==> src/sv/dpt_pkg.sv <==
`timescale 1ns / 1ps

package dpt_pkg;

  // Node pool size and derived index width
  localparam int NODE_COUNT   = 4096;
  localparam int IDX_W        = $clog2(NODE_COUNT);
  localparam int LANES        = 4;
  localparam int SYM_W        = 8;
  localparam int STATUS_W     = 3;
  localparam int NODES_USED_W = 12;

  // Letter codes
  localparam logic [SYM_W-1:0] SYM_A = 8'h41;
  localparam logic [SYM_W-1:0] SYM_C = 8'h43;
  localparam logic [SYM_W-1:0] SYM_G = 8'h47;
  localparam logic [SYM_W-1:0] SYM_T = 8'h54;

  // Result status codes
  localparam logic [STATUS_W-1:0] ST_PENDING = 3'd0;
  localparam logic [STATUS_W-1:0] ST_OK      = 3'd1;
  localparam logic [STATUS_W-1:0] ST_ABSENT  = 3'd2;
  localparam logic [STATUS_W-1:0] ST_FULL    = 3'd3;
  localparam logic [STATUS_W-1:0] ST_INVALID = 3'd4;

  // Word failure codes
  localparam logic [1:0] FAIL_NONE    = 2'd0;
  localparam logic [1:0] FAIL_ABSENT  = 2'd1;
  localparam logic [1:0] FAIL_FULL    = 2'd2;
  localparam logic [1:0] FAIL_INVALID = 2'd3;

  // Item kind
  localparam logic KIND_INSERT = 1'b0;
  localparam logic KIND_SEARCH = 1'b1;

  // Memory requests from the controller
  typedef struct packed {
    logic                   link_re;
    logic [IDX_W-1:0]       link_raddr;
    logic [LANES-1:0]       link_we;
    logic [IDX_W-1:0]       link_waddr;
    logic [IDX_W-1:0]       link_wdata;
    logic                   term_re;
    logic [IDX_W-1:0]       term_raddr;
    logic                   term_we;
    logic [IDX_W-1:0]       term_waddr;
    logic                   term_wdata;
  } mem_req_t;

  typedef struct packed {
    logic       ok;
    logic [1:0] slot;
  } slot_t;

  // Letter to child slot
  function automatic slot_t letter_slot(input logic [SYM_W-1:0] sym);
    slot_t r;
    r.ok   = 1'b1;
    r.slot = 2'd0;
    case (sym)
      SYM_A:   r.slot = 2'd0;
      SYM_C:   r.slot = 2'd1;
      SYM_G:   r.slot = 2'd2;
      SYM_T:   r.slot = 2'd3;
      default: r.ok   = 1'b0;
    endcase
    return r;
  endfunction

  // Failure code to result status
  function automatic logic [STATUS_W-1:0] fail_status(input logic [1:0] f);
    logic [STATUS_W-1:0] s;
    case (f)
      FAIL_ABSENT:  s = ST_ABSENT;
      FAIL_FULL:    s = ST_FULL;
      FAIL_INVALID: s = ST_INVALID;
      default:      s = ST_PENDING;
    endcase
    return s;
  endfunction

endpackage

==> src/sv/dpt_ctrl.sv <==
`timescale 1ns / 1ps

module dpt_ctrl
  import dpt_pkg::*;
(
  input  logic                         clk_i,
  input  logic                         rst_ni,
  input  logic                         in_valid_i,
  output logic                         in_ready_o,
  input  logic                         kind_i,
  input  logic [SYM_W-1:0]             symbol_i,
  input  logic                         last_symbol_i,
  output logic                         out_valid_o,
  input  logic                         out_ready_i,
  output logic [STATUS_W-1:0]          status_o,
  output logic                         word_done_o,
  output logic [NODES_USED_W-1:0]      nodes_used_o,
  output mem_req_t                     mem_o,
  input  logic [LANES-1:0][IDX_W-1:0]  link_rdata_i,
  input  logic                         term_rdata_i
);

  localparam logic [2:0] S_IDLE  = 3'd0;
  localparam logic [2:0] S_LOOK  = 3'd1;
  localparam logic [2:0] S_TERM  = 3'd2;
  localparam logic [2:0] S_ALLOC = 3'd3;
  localparam logic [2:0] S_FAIL  = 3'd4;

  localparam logic [IDX_W-1:0] LAST_IDX = IDX_W'(NODE_COUNT - 1);

  logic [2:0]             state_q, state_d;
  logic [IDX_W-1:0]       cur_q, cur_d;
  logic [IDX_W-1:0]       count_q, count_d;
  logic [1:0]             failed_q, failed_d;
  logic [LANES-1:0]       root_ok_q, root_ok_d;
  logic                   kind_q;
  logic                   last_q;
  logic [1:0]             slot_q;
  logic                   sym_ok_q;

  logic                   out_valid_q, out_valid_d;
  logic [STATUS_W-1:0]    status_q;
  logic                   done_q;
  logic [NODES_USED_W-1:0] used_q;

  logic                   out_free;
  logic                   fin;
  logic                   go;
  logic [STATUS_W-1:0]    res_status;
  logic [IDX_W-1:0]       nxt;
  slot_t                  dec;

  assign out_free   = !out_valid_q || out_ready_i;
  assign in_ready_o = (state_q == S_IDLE);
  assign dec        = letter_slot(symbol_i);
  assign go         = fin && out_free;

  // Child link, root lanes read as null until first written
  always_comb begin
    nxt = link_rdata_i[slot_q];
    if (cur_q == '0 && !root_ok_q[slot_q]) begin
      nxt = '0;
    end
  end

  // Per-symbol sequencing
  always_comb begin
    state_d    = state_q;
    cur_d      = cur_q;
    count_d    = count_q;
    failed_d   = failed_q;
    root_ok_d  = root_ok_q;
    fin        = 1'b0;
    res_status = ST_PENDING;
    mem_o      = '0;

    case (state_q)
      S_IDLE: begin
        if (in_valid_i) begin
          if (failed_q != FAIL_NONE || !dec.ok) begin
            state_d = S_FAIL;
          end else begin
            mem_o.link_re    = 1'b1;
            mem_o.link_raddr = cur_q;
            state_d          = S_LOOK;
          end
        end
      end

      S_FAIL: begin
        fin = 1'b1;
        if (failed_q == FAIL_NONE) begin
          failed_d = (kind_q == KIND_SEARCH) ? FAIL_ABSENT : FAIL_INVALID;
        end
        res_status = fail_status(failed_d);
      end

      S_LOOK: begin
        if (kind_q == KIND_SEARCH) begin
          if (nxt == '0) begin
            fin        = 1'b1;
            failed_d   = FAIL_ABSENT;
            res_status = ST_ABSENT;
          end else if (last_q) begin
            // terminal flag of the node reached needs its own read
            cur_d            = nxt;
            mem_o.term_re    = 1'b1;
            mem_o.term_raddr = nxt;
            state_d          = S_TERM;
          end else begin
            fin   = 1'b1;
            cur_d = nxt;
          end
        end else begin
          if (nxt == '0) begin
            if (count_q == LAST_IDX) begin
              fin        = 1'b1;
              failed_d   = FAIL_FULL;
              res_status = ST_FULL;
            end else begin
              // link parent lane to the new node, then clear the node
              count_d                  = count_q + 1'b1;
              mem_o.link_we[slot_q]    = 1'b1;
              mem_o.link_waddr         = cur_q;
              mem_o.link_wdata         = count_d;
              if (cur_q == '0) begin
                root_ok_d[slot_q] = 1'b1;
              end
              cur_d   = count_d;
              state_d = S_ALLOC;
            end
          end else begin
            fin   = 1'b1;
            cur_d = nxt;
            if (last_q) begin
              res_status       = ST_OK;
              mem_o.term_we    = out_free;
              mem_o.term_waddr = nxt;
              mem_o.term_wdata = 1'b1;
            end
          end
        end
      end

      S_TERM: begin
        fin        = 1'b1;
        res_status = term_rdata_i ? ST_OK : ST_ABSENT;
      end

      S_ALLOC: begin
        fin              = 1'b1;
        res_status       = last_q ? ST_OK : ST_PENDING;
        mem_o.link_we    = '1;
        mem_o.link_waddr = cur_q;
        mem_o.link_wdata = '0;
        mem_o.term_we    = 1'b1;
        mem_o.term_waddr = cur_q;
        mem_o.term_wdata = last_q;
      end

      default: begin
        state_d = S_IDLE;
      end
    endcase

    // Finish: hold until the output slot is free
    if (fin) begin
      if (out_free) begin
        state_d = S_IDLE;
        if (last_q) begin
          cur_d    = '0;
          failed_d = FAIL_NONE;
        end
      end else begin
        cur_d    = cur_q;
        failed_d = failed_q;
      end
    end
  end

  // Output register
  always_comb begin
    out_valid_d = out_valid_q;
    if (go) begin
      out_valid_d = 1'b1;
    end else if (out_ready_i) begin
      out_valid_d = 1'b0;
    end
  end

  always_ff @(posedge clk_i or negedge rst_ni) begin
    if (!rst_ni) begin
      state_q     <= S_IDLE;
      cur_q       <= '0;
      count_q     <= '0;
      failed_q    <= FAIL_NONE;
      root_ok_q   <= '0;
      out_valid_q <= 1'b0;
    end else begin
      state_q     <= state_d;
      cur_q       <= cur_d;
      count_q     <= count_d;
      failed_q    <= failed_d;
      root_ok_q   <= root_ok_d;
      out_valid_q <= out_valid_d;
    end
  end

  // Item and result payload
  always_ff @(posedge clk_i) begin
    if (in_valid_i && in_ready_o) begin
      kind_q   <= kind_i;
      last_q   <= last_symbol_i;
      slot_q   <= dec.slot;
      sym_ok_q <= dec.ok;
    end
    if (go) begin
      status_q <= res_status;
      done_q   <= last_q;
      used_q   <= NODES_USED_W'(count_q);
    end
  end

  assign out_valid_o  = out_valid_q;
  assign status_o     = status_q;
  assign word_done_o  = done_q;
  assign nodes_used_o = used_q;

`ifndef NO_ASSERTIONS
  // Node count only grows
  a_count_mono: assert property (@(posedge clk_i) disable iff (!rst_ni)
    1'b1 |=> count_q >= $past(count_q))
    else $error("node count decreased");

  // Cursor never points past the allocated nodes
  a_cur_range: assert property (@(posedge clk_i) disable iff (!rst_ni)
    cur_q <= count_q)
    else $error("cursor beyond allocated nodes");

  // Link memory is never read and written in the same cycle
  a_link_rw: assert property (@(posedge clk_i) disable iff (!rst_ni)
    !(mem_o.link_re && (mem_o.link_we != '0)))
    else $error("link memory read and write overlap");

  // Lookup only runs on a valid letter with no prior failure
  a_look_ok: assert property (@(posedge clk_i) disable iff (!rst_ni)
    state_q == S_LOOK |-> sym_ok_q && failed_q == FAIL_NONE)
    else $error("lookup on failed word or invalid letter");

  // A new node is never the root
  a_alloc_nz: assert property (@(posedge clk_i) disable iff (!rst_ni)
    state_q == S_ALLOC |-> cur_q != '0)
    else $error("allocated node aliases the root");
`endif

endmodule

==> config.mk <==
export PLATFORM = sky130hd
export DESIGN_NAME = dpt_ctrl
export DESIGN_NICKNAME = d
export VERILOG_FILES = /design/src/sv/dpt_pkg.sv /design/src/sv/dpt_ctrl.sv
export SDC_FILE = /design/constraint.sdc
export NUM_CORES = 1
export LEC_CHECK = 0
export BUFFER_PORTS_ARGS = -buffer_cell sky130_fd_sc_hd__buf_2
export CAP_MARGIN = 10
export CELL_PAD_IN_SITES_DETAIL_PLACEMENT = 1
export CELL_PAD_IN_SITES_GLOBAL_PLACEMENT = 2
export CORE_UTILIZATION = 28
export CTS_CLUSTER_DIAMETER = 200
export CTS_CLUSTER_SIZE = 40
export DETAILED_ROUTE_END_ITERATION = 10
export PLACE_DENSITY = 0.83
export SYNTH_ARGS = -nofsm -noshare
export SYNTH_HDL_FRONTEND = slang
export SYNTH_SLANG_ARGS = --single-unit
==> constraint.sdc <==
create_clock -name clk_i -period 4.3 [get_ports clk_i]
set_input_delay 0.86 -clock clk_i [delete_from_list [all_inputs] [get_ports clk_i]]
set_output_delay 0.86 -clock clk_i [all_outputs]
set_load 0.05 [all_outputs]
; Yosys cells after proc, flatten, opt, wreduce, memory -nomap -nowiden
; Index checks and enable logic that the tools add are counted.
[classes]
n_lt_le_gt_ge = 2
muxes = 69
n_eq_ne = 13
reduce_logical = 19
n_addsub = 1
bitwise = 3
[ops]
columns = operator, n
row1 = $mux W12, 10
row2 = $mux W13, 7
row3 = $mux W28, 3
row4 = $pmux W28 S2, 1
row5 = $mux W14, 3
row6 = $mux W3, 11
row7 = $eq A8 B7 Y1 const B, 4
row8 = $pmux W14 S2, 1
row9 = $mux W2, 13
row10 = $bmux W12 S2, 1
row11 = $logic_not A12 Y1, 2
row12 = $pmux W3 S3, 2
row13 = $add A12 B1 Y12 const B, 1
row14 = $eq A12 B12 Y1 const B, 1
row15 = $pmux W3 S4, 1
row16 = $mux W1, 11
row17 = $eq A3 B2 Y1 const B, 2
row18 = $pmux W2 S3, 1
row19 = $reduce_and A5 Y1, 1
row20 = $eq A2 B2 Y1 const B, 2
row21 = $logic_and A1 B1 Y1, 4
row22 = $or A4 B4 Y4, 1
row23 = $pmux W2 S2, 1
row24 = $reduce_and A4 Y1, 1
row25 = other kinds (17), 22
[word_totals]
input_bits = 63
regBits = 54
output_inout_bits = 86

; Longest topological paths before layout
[logic_depth]
ltp_word = 12
mapped_depth = 12
mapped_depth_nobuf = 9

; Worst setup path after synthesis
; OpenSTA, ideal clock, no wires.
[synth_path]
path_type = in2out
startpoint = input link_rdata_i[42] in the netlist's numbering
endpoint = output mem_o[51] in the netlist's numbering
required_time_ns = 3.440
arrival_ns = 3.742
stages = 7
path_slack_ns = -0.302
path_cell_list = mux4_2 > or4_4 > or2_4 > o21ai_4 > and2_4 > nand2_1 > o31ai_1
[synth_rtl]
columns = element, line_no
row1 = from (decl), dpt_ctrl.sv:19  ; input logic [LANES-1:0][IDX_W-1:0] link_rdata_i,
row2 = to (decl), dpt_ctrl.sv:18  ; output mem_req_t mem_o,

==> results.txt <==
Final Non-Filler Cells -> 735
Htree depth -> 2
Final hold viol count -> 0
Setup crit end kind -> output pin
Num ports -> 149
DIE WIDTH -> 118 um
Largest net degree at the start of global routing -> 35
Place WS -> 0.0598 ns
Pwr Density -> 348 nW/um^2
Setup Crit Path Kind -> input pin to output pin
Clk slew on worst S/H paths -> 0.07 ns
Max Fclk -> 0.239 GHz
Syn_nets -> 473
Antenna-violating nets left -> 0
Clock root cell -> clkbuf_16
Setup WS post-layout -> 0.119 ns
Initial antenna violation count -> 0
Nets -> 623
Dominant synthesized flop cell -> dfrtp_1
Core area -> 13,200 sq um
Drt pass-1 iters -> 4
Worst slew pin tran -> 0.817 ns
TritonCTS Buffers -> 5
Antenna diode count -> 0
RR Endpoint -> cur_q[4]$_DFFE_PN0P_
VDD IR max -> 0.182 mV
Gate Count Post-Synth -> 408
Lkg Pwr -> 2.32 nW
RSZ-0062 raised after global routing -> false
Syn. warnings -> 0
Drt wl/cell -> 18.2 um
Most frequent cell after synthesis -> nand2_1
Max-cap violation count -> 0
Most common library cells after synthesis -> 65 x nand2_1, 34 x dfrtp_1, 34 x nor2_1
CP Data Required Time -> 3.44 ns
Number of synthesized flops with an enable pin -> 20
Port bufs -> 148
Drt drc -> 0
Worst setup SP type -> input pin
Worst Skew -> 0.0113 ns
Vias/cell -> 5.11
Status -> completed
GPL Wtd Cong -> 0.862
1st-iter DRT viols -> 229
Worst R2R Setup Slack -> 0.88 ns
Final setup fails -> 0
Synthesized cell area -> 3770 sq um
Sequential share of the synthesized area -> 38.5%
Hold Path Class -> flip-flop to flip-flop
Leading area contributor after synthesis -> dfrtp_1
DRT Wirelength -> 13,300 um
Full die area -> 13,900 sq um
Yosys reg bits -> 54
GRT overflow -> 0
Final Max Slew Viols -> 0
DR vias -> 3,753
First-pass GRT wire length -> 21,500 um
Area growth syn-to-layout -> 32.4%
CTS tree -> built
Final period util -> 97.2%
Die Y -> 118 um
Synth cell types -> 62
Slew HR -> 45.5%
Number of global-route vias before repair -> 3,974
Total Routing Usage GR -> 19.6%
Clk Latency, worst-skew pair -> 0.30 ns
Starting Density -> 28.6%
R2r worst-path depth -> 11
Worst setup path end -> mem_o[42]
Share of cells above drive strength 1 -> 38.8%
Hold_buf cts -> 0
Reg2reg start -> slot_q[0]$_DFFE_PP_
CP max FO -> 13
HPWL after DPL -> 10,700 um
Fraction of registers with async set/reset -> 63.0%
Yosys top cell area share -> 22.6%
TritonCTS sink count -> 54
Data arrival, critical path -> 3.32 ns
Final min period -> 4.18 ns
Crit path launch -> link_rdata_i[6]
Row cnt -> 42
Post-synthesis average cell area -> 9.23 sq um
CTS Buffer Depth -> 2
Placed Cells -> 726
Top cells by area, synth -> dfrtp_1 23%, edfxtp_1 16%, nand2_1 6.5%
-- critical path: stages --
cell and delay (ns):
buf_2 0.10, mux4_2 0.46, or4_4 0.57, or2_4 0.26
o21ai_4 0.22, nand2_2 0.13, nor2_8 0.10, nor2_2 0.14
nor2b_1 0.18, buf_2 0.28
-- power breakdown --
group          internal, W  total, W  switching, W
combinational     0.000207  0.000621      0.000414
sequential        0.000594  0.000653     0.0000593
clock             0.000275  0.000462      0.000187
total              0.00108   0.00174      0.000660
-- kinds of logic (layout without fill, tap and decap cells) --
family	after synthesis	in the layout	synth area share [%]
simple gates	201	201	27.8
compound gates	83	83	14.9
flops	54	54	38.5
buf+inv	32	183	4.62
xor+xnor	21	21	4.88
mux	15	15	8.64
fa+ha+maj	2	2	0.664
-- how the worst min path moves through the flow --
stage | startpoint | endpoint | cells past startpoint
2_1_floorplan | root_ok_q[0]$_DFFE_PN0P_ | root_ok_q[0]$_DFFE_PN0P_ | 2
3_3_place_gp | root_ok_q[0]$_DFFE_PN0P_ | root_ok_q[0]$_DFFE_PN0P_ | 2
3_5_place_dp | root_ok_q[3]$_DFFE_PN0P_ | root_ok_q[3]$_DFFE_PN0P_ | 1
4_1_cts | root_ok_q[0]$_DFFE_PN0P_ | root_ok_q[0]$_DFFE_PN0P_ | 2
5_1_grt | root_ok_q[3]$_DFFE_PN0P_ | root_ok_q[3]$_DFFE_PN0P_ | 1
6_report | root_ok_q[3]$_DFFE_PN0P_ | root_ok_q[3]$_DFFE_PN0P_ | 1
-- stage by stage --
stage	setup TNS [ns]	cell area, sq um	util, %	power (W)	hold slack (ns)
2_1_floorplan	-0.980	3800	-	0.00110	0.435
3_3_place_gp	0	4790	36.3	0.00126	0.446
3_5_place_dp	0	4790	36.3	0.00128	0.471
4_1_cts	0	4980	37.7	0.00174	0.489
5_1_grt	0	4990	37.8	0.00183	0.494
6_report	0	4990	37.8	0.00174	0.490
-- cell usage in the layout (no fill, tap or decap), types with 5 or more instances in the layout --
| cell type | count |
|---|---|
| nand3_1 | 9 |
| a22o_1 | 5 |
| nand4_1 | 5 |
| and3_1 | 19 |
| nor2b_2 | 8 |
| nand2_1 | 64 |
| and2_1 | 5 |
| nor4_1 | 5 |
| nor2b_1 | 8 |
| xnor2_1 | 17 |
| o21ai_0 | 20 |
| nor2_1 | 32 |
| mux4_2 | 10 |
| buf_2 | 146 |
| edfxtp_1 | 20 |
| nor2_2 | 5 |
| clkbuf_16 | 5 |
| a21oi_1 | 16 |
| nand2b_1 | 6 |
| inv_1 | 8 |
| nor3_1 | 12 |
| buf_4 | 16 |
| dfrtp_1 | 34 |
-- registers in the layout, indices dropped and copies added (netlist names) --
register	count
root_ok_q	4
state_q	3
kind_q	1
word_done_o	1
slot_q	2
out_valid_o	1
status_o	3
count_q	12
failed_q	2
cur_q	12
last_q	1
nodes_used_o	12
-- layer usage --
metal	routed length (um)	GRT usage [%]	vias up
met5	0	0	-
met2	6610	34.1	125
met1	5790	24.9	1836
li1	-	-	1779
met4	222	4.89	0
met3	723	3.54	13
-- repair_timing --
action / CTS / global route
buffers inserted: 1 / 0
setup endpoints to repair: 8 / 8
gates resized for setup: 0 / 3
hold endpoints to repair: 0 / 0
-- final cells by class --
type / count / area [sq um]
multi-input cells: 322 / 2180
clock inverters: 2 / 37.5
inverters: 8 / 30.0
repair buffers: 167 / 938
flip-flops and latches: 54 / 1450
fillers: 1609 / 8200
well taps: 176 / 220
clock buffers: 6 / 129
Power figures use the tool's default switching activity.
